### config.mk
export PLATFORM = sky130hd
export DESIGN_NAME = bts_coord
export DESIGN_NICKNAME = d
export VERILOG_FILES = /design/src/rtl/core/bts_pkg.sv /design/src/rtl/core/bts_coord.sv
export SDC_FILE = /design/constraint.sdc
export NUM_CORES = 1
export LEC_CHECK = 0
export BUFFER_PORTS_ARGS = -buffer_cell sky130_fd_sc_hd__buf_2
export CORE_UTILIZATION = 49
export CTS_CLUSTER_SIZE = 30
export DETAILED_ROUTE_END_ITERATION = 8
export PLACE_DENSITY = 0.81
export SYNTH_ARGS = -nofsm -noshare
export SYNTH_HDL_FRONTEND = slang
export SYNTH_SLANG_ARGS = --single-unit
### constraint.sdc
create_clock -name clk -period 4.1 [get_ports clk]
set_input_delay 0.82 -clock clk [delete_from_list [all_inputs] [get_ports clk]]
set_output_delay 0.82 -clock clk [all_outputs]
set_load 0.01 [all_outputs]
### src/rtl/core/bts_pkg.sv
package bts_pkg;

	localparam int MAX_DIM_DEF   = 256;
	localparam int FRAC_BITS_DEF = 16;

	localparam int DIM_REG_W  = 9;
	localparam int CFG_IDX_W  = 2;
	localparam int COORD_W    = 17;
	localparam int COORD_FRAC = 16;
	localparam int TEXEL_W    = 24;

	localparam logic [COORD_W-1:0]   COORD_ONE   = 17'h10000;
	localparam logic [DIM_REG_W-1:0] DIM_RESET   = 9'd256;
	localparam logic [CFG_IDX_W-1:0] CFG_WIDTH   = 2'd0;
	localparam logic [CFG_IDX_W-1:0] CFG_HEIGHT  = 2'd1;
	localparam logic                 ACT_SAMPLE  = 1'b1;

	typedef struct packed {
		logic               action;
		logic [7:0]         texel_col;
		logic [7:0]         texel_row;
		logic [7:0]         write_red;
		logic [7:0]         write_green;
		logic [7:0]         write_blue;
		logic [COORD_W-1:0] coord_u;
		logic [COORD_W-1:0] coord_v;
	} in_item_t;

	typedef struct packed {
		logic [7:0] sample_red;
		logic [7:0] sample_green;
		logic [7:0] sample_blue;
	} out_item_t;

	typedef struct packed {
		logic valid;
		logic sample;
		logic wr_en;
	} stage_ctl_t;

endpackage

### src/rtl/core/bts_coord.sv
module bts_coord #(
	parameter int MAX_DIM = bts_pkg::MAX_DIM_DEF,
	parameter int FRAC_BITS = bts_pkg::FRAC_BITS_DEF,
	localparam int IDX_W = $clog2(MAX_DIM),
	localparam int ADDR_W = 2 * IDX_W
) (
	input  logic                             clk,
	input  logic                             arst_n,
	input  logic                             req_valid,
	output logic                             req_ready,
	input  bts_pkg::in_item_t                req,
	input  logic [bts_pkg::DIM_REG_W-1:0]    tex_width,
	input  logic [bts_pkg::DIM_REG_W-1:0]    tex_height,
	input  logic                             fetch_ready,
	output bts_pkg::stage_ctl_t              ctl_s2,
	output logic [3:0][ADDR_W-1:0]           addr_s2,
	output logic [bts_pkg::TEXEL_W-1:0]      wdata_s2,
	output logic [FRAC_BITS-1:0]             fu_s2,
	output logic [FRAC_BITS-1:0]             fv_s2
);

	localparam int DIM_W = IDX_W + 1;
	localparam int CMP_W = (bts_pkg::DIM_REG_W > DIM_W) ? bts_pkg::DIM_REG_W : DIM_W;
	localparam int POS_W = bts_pkg::COORD_W + IDX_W;
	localparam int FW = (FRAC_BITS > bts_pkg::COORD_FRAC) ? FRAC_BITS : bts_pkg::COORD_FRAC;
	localparam logic [CMP_W-1:0] MAX_C = CMP_W'(MAX_DIM);

	function automatic logic [DIM_W-1:0] clamp_dim(input logic [bts_pkg::DIM_REG_W-1:0] r);
		logic [CMP_W-1:0] x;
		x = CMP_W'(r);
		if (x == '0) begin
			x = CMP_W'(1);
		end else if (x > MAX_C) begin
			x = MAX_C;
		end
		return DIM_W'(x);
	endfunction

	function automatic logic [bts_pkg::COORD_W-1:0] clamp_coord(
		input logic [bts_pkg::COORD_W-1:0] c);
		return (c > bts_pkg::COORD_ONE) ? bts_pkg::COORD_ONE : c;
	endfunction

	function automatic logic [FRAC_BITS-1:0] widen_frac(input logic [POS_W-1:0] p);
		logic [FW-1:0] w;
		w = FW'(p[bts_pkg::COORD_FRAC-1:0]) << (FW - bts_pkg::COORD_FRAC);
		return w[FW-1 -: FRAC_BITS];
	endfunction

	bts_pkg::stage_ctl_t       ctl_d, ctl_s1;
	logic [DIM_W-1:0]          dim_u_d, dim_v_d;
	logic [IDX_W-1:0]          dm1_u, dm1_v;
	logic [POS_W-1:0]          pos_u_s1, pos_v_s1;
	logic [DIM_W-1:0]          dim_u_s1, dim_v_s1;
	logic [IDX_W-1:0]          col_s1, row_s1;
	logic [bts_pkg::TEXEL_W-1:0] wdata_s1;
	logic                      rdy2;
	logic [IDX_W-1:0]          iu, iv, iu1, iv1;
	logic [DIM_W-1:0]          nxt_u, nxt_v;
	logic [3:0][ADDR_W-1:0]    addr_d;

	assign rdy2 = !ctl_s2.valid || fetch_ready;
	assign req_ready = !ctl_s1.valid || rdy2;

	always_comb begin
		ctl_d.valid  = req_valid;
		ctl_d.sample = (req.action == bts_pkg::ACT_SAMPLE);
		ctl_d.wr_en  = (32'(req.texel_col) < 32'(MAX_DIM)) && (32'(req.texel_row) < 32'(MAX_DIM));
		dim_u_d = clamp_dim(tex_width);
		dim_v_d = clamp_dim(tex_height);
		dm1_u = IDX_W'(dim_u_d - DIM_W'(1));
		dm1_v = IDX_W'(dim_v_d - DIM_W'(1));
	end

	always_comb begin
		iu = pos_u_s1[bts_pkg::COORD_FRAC +: IDX_W];
		iv = pos_v_s1[bts_pkg::COORD_FRAC +: IDX_W];
		nxt_u = DIM_W'(iu) + DIM_W'(1);
		nxt_v = DIM_W'(iv) + DIM_W'(1);
		iu1 = (nxt_u == dim_u_s1) ? '0 : nxt_u[IDX_W-1:0];
		iv1 = (nxt_v == dim_v_s1) ? '0 : nxt_v[IDX_W-1:0];
		addr_d[0] = ctl_s1.sample ? {iv, iu} : {row_s1, col_s1};
		addr_d[1] = {iv, iu1};
		addr_d[2] = {iv1, iu};
		addr_d[3] = {iv1, iu1};
	end

	always_ff @(posedge clk or negedge arst_n) begin
		if (!arst_n) begin
			ctl_s1 <= '0;
			ctl_s2 <= '0;
		end else begin
			if (req_ready) begin
				ctl_s1 <= ctl_d;
			end
			if (rdy2) begin
				ctl_s2 <= ctl_s1;
			end
		end
	end

	always_ff @(posedge clk) begin
		if (req_ready && req_valid) begin
			pos_u_s1 <= POS_W'(clamp_coord(req.coord_u)) * POS_W'(dm1_u);
			pos_v_s1 <= POS_W'(clamp_coord(req.coord_v)) * POS_W'(dm1_v);
			dim_u_s1 <= dim_u_d;
			dim_v_s1 <= dim_v_d;
			col_s1   <= IDX_W'(req.texel_col);
			row_s1   <= IDX_W'(req.texel_row);
			wdata_s1 <= {req.write_red, req.write_green, req.write_blue};
		end
		if (rdy2 && ctl_s1.valid) begin
			addr_s2  <= addr_d;
			wdata_s2 <= wdata_s1;
			fu_s2    <= widen_frac(pos_u_s1);
			fv_s2    <= widen_frac(pos_v_s1);
		end
	end

endmodule

==> summary.md, run 1 <==
Die
- I/O Pins: 221
- floorplan die width: 183 um
- cell row count: 66
- effective utilization at floorplan: 49.7%
- Vert. Die Dim: 183 um
- standard cell core area: 32500 um2
- Die Footprint: 33700 um2

Synth
- dominant combinational cell family by area after synthesis: adder cells
- number of enable-type register cells in the synthesized netlist: 210
- Adder-Cell Fraction of Synth Area: 29.1%
- ys async rst share: 2.78%
- portion of netlist area occupied by mux cells: 1.39%
- post-synthesis instance area: 16100 um2
- flops & latches, synth: 216
- area fraction in compound gates after synthesis: 5.20%
- Unique masters post-synth: 68
- number of nets in the synthesized netlist: 1784
- simple-gate share of the synthesized area: 14.2%
- Cells after Synth: 1419
- mean post-synth cell area: 11.4 um2
- primary flip-flop cell chosen by synthesis mapping: sky130_fd_sc_hd__edfxtp_1
- number of warnings issued by yosys: 0
- share of the yosys chip area belonging to registers: 40.0%
- area share of xor/xnor cells in the synthesized design: 4.01%

CTS
- clock tree root driver cell: sky130_fd_sc_hd__clkbuf_16
- clock-pin slew on the worst setup and hold paths: 0.07 ns
- TritonCTS clock tree: built
- number of buffers added to fix hold violations after cts: 0
- maximum buffer depth of the clock tree: 3
- H-tree lvl count: 1
- number of CTS-inserted buffers: 22
- clock latency on the worst-skew pair: 0.52 ns
- clock sink total: 216

Detailed routing
- routed wire length per instance: 19.1 um
- first-iteration detailed-routing DRC count: 718
- total via count after detailed routing: 12.6k
- vias per inst: 5.24
- remaining antenna violation count: 0
- Detailed Route WL: 45.7 mm
- Detailed Routing Iterations Pass 1: 6
- total DRC errors in the routed layout: 0

Placed design
- placed wire-length estimate after detailed placement: 33.4 mm
- number of buffers added on ports: 220
- gpl congestion: 0.916
- instance count after placement with tap cells included: 2298
- Place WS: -2.61 ns

Layout
- fill cell instance count of the final layout: 2232
- most common library cell in the layout ignoring fill and taps: sky130_fd_sc_hd__buf_4
- final net count: 2304
- post-synthesis to final-layout area growth: 39.0%
- final instance count without filler cells: 2400
- fraction of layout instances using a drive strength above 1: 42.4%
- most used cells in the layout excluding fill and tap cells: sky130_fd_sc_hd__buf_4, sky130_fd_sc_hd__buf_2, sky130_fd_sc_hd__edfxtp_1, sky130_fd_sc_hd__inv_1, sky130_fd_sc_hd__fa_1

Power and ir drop
- P per Cell Area: 570 nW/um2
- portion of total power attributed to sequential cells: 26.8%
- maximum resistive drop on vdd: 0.000341 V
- combinational share of power: 58.6%
- part of the power in the clock network: 14.6%
- cell internal pwr: 7940 uW
- switching portion of total power: 37.9%
- leakage: 0.0101 uW
- net switching power of the design: 4850 uW

STA
- Achievable Freq: 0.162 GHz
- minimum clock period: 6.16 ns
- part of the cycle the worst path needs: 150%
- smallest setup slack after layout: -2.06 ns
- relative max-transition margin: 48.0%
- worst slew pin tran: 0.779 ns
- final worst clock skew: 0.00969 ns
- unrepaired setup endpoints after global routing: yes
- final-report setup violation count: 40
- final number of hold-violating endpoints: 0
- final-report max-slew violation count: 0

Global routing
- pin count of the biggest net entering global routing: 64
- initial antenna violation count: 3
- overall global routing resource usage: 26.4%
- number of global-route vias before repair: 13.3k
- GRT Residual Overflow: 0
- wire length of the first global-routing pass: 68.8 mm

Worst setup path
- stage delay of the slowest cell on the critical path: 0.58 ns
- worst reg-to-reg path cell count: 7
- Startpoint Class: primary input
- capture instance of the worst register-to-register path: addr_s2[18]$_SDFFCE_PN0P_
- slowest stage cell on the critical path: sky130_fd_sc_hd__fa_1
- r2r startpoint: pos_u_s1[16]$_DFFE_PP_
- Critical Setup Path Class: in -> reg
- required time of the worst setup path: 4.38 ns
- critical path cell sequence: buf_6 > or4_4 > nor4_4 > o21ai_2 > ha_4 > or3b_4 > buf_12 > xor2_4 > nor2_1 > fa_1 > fa_1 > fa_1 > fa_1 > ha_2 > or2_4 > a2111o_1 > o32ai_4 > buf_12 > o31ai_4 > buf_4 > buf_6 > a21oi_4 > a21oi_2
- critical-path maximum fanout: 6
- arrival time reported for the critical path endpoint: 6.44 ns
- register-to-register setup slack: 1.46 ns
- Crit path top cell by count: sky130_fd_sc_hd__fa_1
- CP endpoint kind: flop

Run status
- failing checks: negative setup slack
- status: finished, violations left

Run
- Max Cap Violations: 0

Hold path
- Hold Crit Class: in -> async

==> how the worst max path moves through the flow <==
stage / end / cells past startpoint / from / slack, ns
global route: pos_v_s1[23]$_DFFE_PP_ / 22 / tex_height[1] / -2.20
floorplan: pos_v_s1[23]$_DFFE_PP_ / 21 / tex_height[1] / -2.42
finish: pos_v_s1[21]$_DFFE_PP_ / 23 / tex_height[1] / -2.06
detailed placement: pos_v_s1[17]$_DFFE_PP_ / 21 / tex_height[1] / -2.61
CTS: pos_v_s1[23]$_DFFE_PP_ / 22 / tex_height[1] / -2.02
global placement: pos_v_s1[23]$_DFFE_PP_ / 21 / tex_height[1] / -2.45
==> synthesized netlist by cell type (all sizes together), types with 10 or more instances <==
library cell	number	share of area, %
mux2	19	1.3
xor2	28	1.5
o21a	10	0.47
and2	29	1.1
buf	18	0.81
nor2	152	3.6
nand2	114	2.7
fa	178	22
nor3	14	0.47
a21oi	36	1.2
and3	39	1.5
or2	10	0.39
ha	90	7.0
nor2b	29	1.1
o21ai	27	0.84
clkbuf	29	0.67
nor4	17	0.75
inv	199	4.6
edfxtp	210	39
nand3	28	0.87
nand2b	17	0.66
a21o	16	0.74
xnor2	45	2.5
==> per-layer routing <==
layer  vias up  part of all wire (%)  track usage [%]
met2       442                    55             50.4
met5         -                     0                0
met3       117                   5.0             3.41
li1       5742                     -                -
met1      6271                    36             29.6
met4         0                   4.0             10.4
==> stage by stage <==
stage          TNS, ns  hold slack [ns]  instance area (um2)  utilization (%)  total power (uW)
3_5_place_dp    -81.47            0.405                20200             62.2              9560
5_1_grt         -64.22            0.114                22400             69.1             13500
6_report        -58.87            0.117                22400             69.1             12800
2_1_floorplan   -65.81            0.400                16800                -              7260
4_1_cts         -54.38            0.103                21800             67.2             12200
3_3_place_gp    -77.32            0.400                20200             62.2              9280
==> power groups by stage <==
stage / clock [uW] / sequential (uW) / combinational [uW]
2_1_floorplan: 0 / 3470 / 3790
3_3_place_gp: 0 / 3440 / 5850
3_5_place_dp: 0 / 3460 / 6100
4_1_cts: 1900 / 3420 / 6890
5_1_grt: 1970 / 3470 / 8080
6_report: 1870 / 3420 / 7500
==> layout make-up <==
class	count	area [um2]	area share [%]
inverter	199	749	3.34
multi-input combinational	958	10100	45.2
tap	442	553	2.46
antenna	3	7.51	0.0335
sequential	216	6460	28.8
timing repair buffer	542	3870	17.2
clock inverter	10	58.8	0.262
clock buffer	30	601	2.68
==> critical path: cells and delay by family <==
family	cells	cell delay (ns)
adders and majority gates	6	2.31
xor gates and xnor gates	1	0.26
buffers and inverters	5	0.61
and+or+nand+nor	5	1.34
AOI/OAI and AO/OA	6	1.09
==> cells by family after synthesis <==
logic type               after synthesis
buffers and inverters                246
AO/OA/AOI/OAI                        124
XOR/XNOR                              73
adder cells (fa/ha/maj)              268
multiplexers                          20
AND/OR/NAND/NOR                      472
flip-flops                           216
==> timing repair <==
| action | CTS | global route |
|---|---|---|
| pin swaps | 104 | 101 |
| setup endpoints to repair | 40 | 40 |
| cloned | 1 | 0 |
| hold endpoints to repair | 0 | 0 |
| setup buffers | 41 | 27 |
| resized for setup | 144 | 102 |
==> registers in the layout, summed over array words and instances (netlist names) <==
signal,flops
fv_s2,16
wdata_s2,24
dim_u_s1,9
wdata_s1,24
ctl_s1,3
addr_s2,48
dim_v_s1,9
pos_v_s1,24
ctl_s2,3
fu_s2,16
col_s1,8
pos_u_s1,24
row_s1,8
(Power assumes the default switching activity.)
==> run 2, diff against run 1 <==
- MAX_ROUTING_LAYER: not set -> met4
==> run 2 against run 1 <==
Net effect:
- the run still ends with negative setup slack left
- maximum frequency rose by 1.0%
- global-route usage is 0.25 points higher
- clock skew is 0.013 ns higher
- largest cell class unchanged
- sequential share of layout area hardly changed
- sequential power is essentially flat
- core utilization about the same
- design area about the same
- worst hold slack worse by 0.012 ns
==> summary.md, run 2 (synthesis gave the netlist of run 1 again) <==
Run status
- status: finished, violations left
- failing checks: negative setup slack

STA
- Achievable Freq: 0.164 GHz
- unrepaired setup endpoints after global routing: yes
- part of the cycle the worst path needs: 149%
- final worst clock skew: 0.0225 ns
- relative max-transition margin: 45.7%
- smallest setup slack after layout: -2.00 ns
- final-report setup violation count: 40
- Post-Route Setup TNS: -59.25 ns
- final-report max-slew violation count: 0
- minimum clock period: 6.10 ns
- worst slew pin tran: 0.815 ns
- final number of hold-violating endpoints: 0

Global routing
- GRT Residual Overflow: 0
- number of global-route vias before repair: 13.2k
- overall global routing resource usage: 26.7%
- wire length of the first global-routing pass: 67.7 mm
- initial antenna violation count: 0
- pin count of the biggest net entering global routing: 57

Detailed routing
- Detailed Route WL: 44.2 mm
- remaining antenna violation count: 0
- total via count after detailed routing: 12.4k
- Detailed Routing Iterations Pass 1: 5
- first-iteration detailed-routing DRC count: 672
- vias per inst: 5.19
- total DRC errors in the routed layout: 0
- routed wire length per instance: 18.5 um

Worst setup path
- arrival time reported for the critical path endpoint: 6.38 ns
- Startpoint Class: primary input
- r2r startpoint: pos_v_s1[16]$_DFFE_PP_
- worst reg-to-reg path cell count: 7
- Critical Setup Path Class: in -> reg
- register-to-register setup slack: 1.46 ns
- CP endpoint kind: flop
- capture instance of the worst register-to-register path: addr_s2[41]$_SDFFCE_PN0P_
- required time of the worst setup path: 4.38 ns
- critical-path maximum fanout: 4

Placed design
- gpl congestion: 0.956
- placed wire-length estimate after detailed placement: 33.8 mm
- number of buffers added on ports: 220
- Place WS: -2.63 ns
- DP Area: 20300 um2

Layout
- fraction of layout instances using a drive strength above 1: 42.0%
- most common library cell in the layout ignoring fill and taps: sky130_fd_sc_hd__buf_4
- most used cells in the layout excluding fill and tap cells: sky130_fd_sc_hd__buf_4, sky130_fd_sc_hd__buf_2, sky130_fd_sc_hd__edfxtp_1, sky130_fd_sc_hd__inv_1, sky130_fd_sc_hd__fa_1
- post-route cell area: 22400 um2
- Largest register FFs: 48
- most flop-heavy register: addr_s2
- final net count: 2296
- post-synthesis to final-layout area growth: 39.1%

Die
- cell row count: 66
- I/O Pins: 221
- floorplan die width: 183 um
- standard cell core area: 32500 um2
- effective utilization at floorplan: 49.7%
- Vert. Die Dim: 183 um
- Die Footprint: 33700 um2

Power and ir drop
- P per Cell Area: 585 nW/um2
- maximum resistive drop on vdd: 0.000334 V
- leakage: 0.0101 uW

CTS
- H-tree lvl count: 1
- clock-pin slew on the worst setup and hold paths: 0.06 ns
- maximum buffer depth of the clock tree: 3
- clock latency on the worst-skew pair: 0.54 ns
- TritonCTS clock tree: built
- number of buffers added to fix hold violations after cts: 0
- number of CTS-inserted buffers: 23
- clock sink total: 216
- clock tree root driver cell: sky130_fd_sc_hd__clkbuf_16

Run
- Max Cap Violations: 0

Hold path
- Hold Crit Class: in -> async

## run 2: changes by cell type in the layout (fill, tap and decap cells not counted), sizes merged
| cell | delta |
|---|---|
| clkinv | -1 |
| xor2 | -1 |
| diode | -1 |
| inv | +3 |
| clkinvlp | +1 |
| buf | -8 |
| clkbuf | -7 |
| bufinv | +6 |
## run 2: how the worst max path moves through the flow
stage,start,endpoint,slack (ns),cells after the start
6_report,tex_height[1],pos_v_s1[23]$_DFFE_PP_,-2.00,21
3_5_place_dp,tex_height[1],pos_v_s1[17]$_DFFE_PP_,-2.63,21
5_1_grt,tex_height[1],pos_v_s1[23]$_DFFE_PP_,-2.20,25
4_1_cts,tex_height[1],pos_v_s1[17]$_DFFE_PP_,-1.98,21
2_1_floorplan,tex_height[1],pos_v_s1[23]$_DFFE_PP_,-2.42,21
3_3_place_gp,tex_height[1],pos_v_s1[23]$_DFFE_PP_,-2.45,21
## run 2: area by class of cell
class | count | area, um2
Antenna cell | 2 | 5.00
Sequential cell | 216 | 6460
Clock inverter | 19 | 267
Tap cell | 442 | 553
Timing Repair Buffer | 534 | 3790
Inverter | 199 | 749
Clock buffer | 23 | 576
Multi-Input combinational cell | 957 | 10000
Fill cell | 2261 | 10000
## run 2: timing repair
| item | CTS | global route |
|---|---|---|
| resized for setup | 142 | 90 |
| setup endpoints to repair | 40 | 40 |
| pin swaps | 93 | 74 |
| buffers inserted | 29 | 21 |
| gates cloned | 0 | 0 |
## run 2: metal layers
layer  routed length (um)  vias up  track usage [%]
met2                23600      383             48.3
li1                     -     5717                -
met3                 2070      114             3.37
met4                 1660        0             9.40
met5                    0        -                -
met1                16800     6201             30.3
## run 2: metrics by stage
step	hold slack, ns	instances	util, %	total power (uW)
6_report	0.105	2392	69.1	13100
3_3_place_gp	0.400	2309	62.5	9260
5_1_grt	0.0950	2390	69.1	13900
3_5_place_dp	0.405	2309	62.5	9530
2_1_floorplan	0.400	1419	-	7260
4_1_cts	0.0918	2377	67.6	12500
## run 2: worst max-delay path, stage by stage
cell and delay, ns:
sky130_fd_sc_hd__buf_6 0.09, sky130_fd_sc_hd__or4_4 0.55, sky130_fd_sc_hd__nor4_4 0.20, sky130_fd_sc_hd__o21ai_2 0.12, sky130_fd_sc_hd__ha_4 0.17, sky130_fd_sc_hd__or3b_4 0.25, sky130_fd_sc_hd__or3_4 0.19, sky130_fd_sc_hd__xor2_4 0.25
sky130_fd_sc_hd__nor2_2 0.07, sky130_fd_sc_hd__fa_1 0.52, sky130_fd_sc_hd__fa_1 0.43, sky130_fd_sc_hd__fa_1 0.53, sky130_fd_sc_hd__fa_1 0.43, sky130_fd_sc_hd__ha_2 0.19, sky130_fd_sc_hd__or2_4 0.23, sky130_fd_sc_hd__a2111o_1 0.44
sky130_fd_sc_hd__o32ai_4 0.36, sky130_fd_sc_hd__o31ai_2 0.15, sky130_fd_sc_hd__a21o_1 0.19, sky130_fd_sc_hd__a21oi_2 0.14, sky130_fd_sc_hd__xnor2_1 0.07
## run 2: power breakdown
part | total (uW) | switching (uW) | internal, uW
registers | 3410 | 257 | 3150
clock network | 2320 | 900 | 1420
logic | 7400 | 3710 | 3690
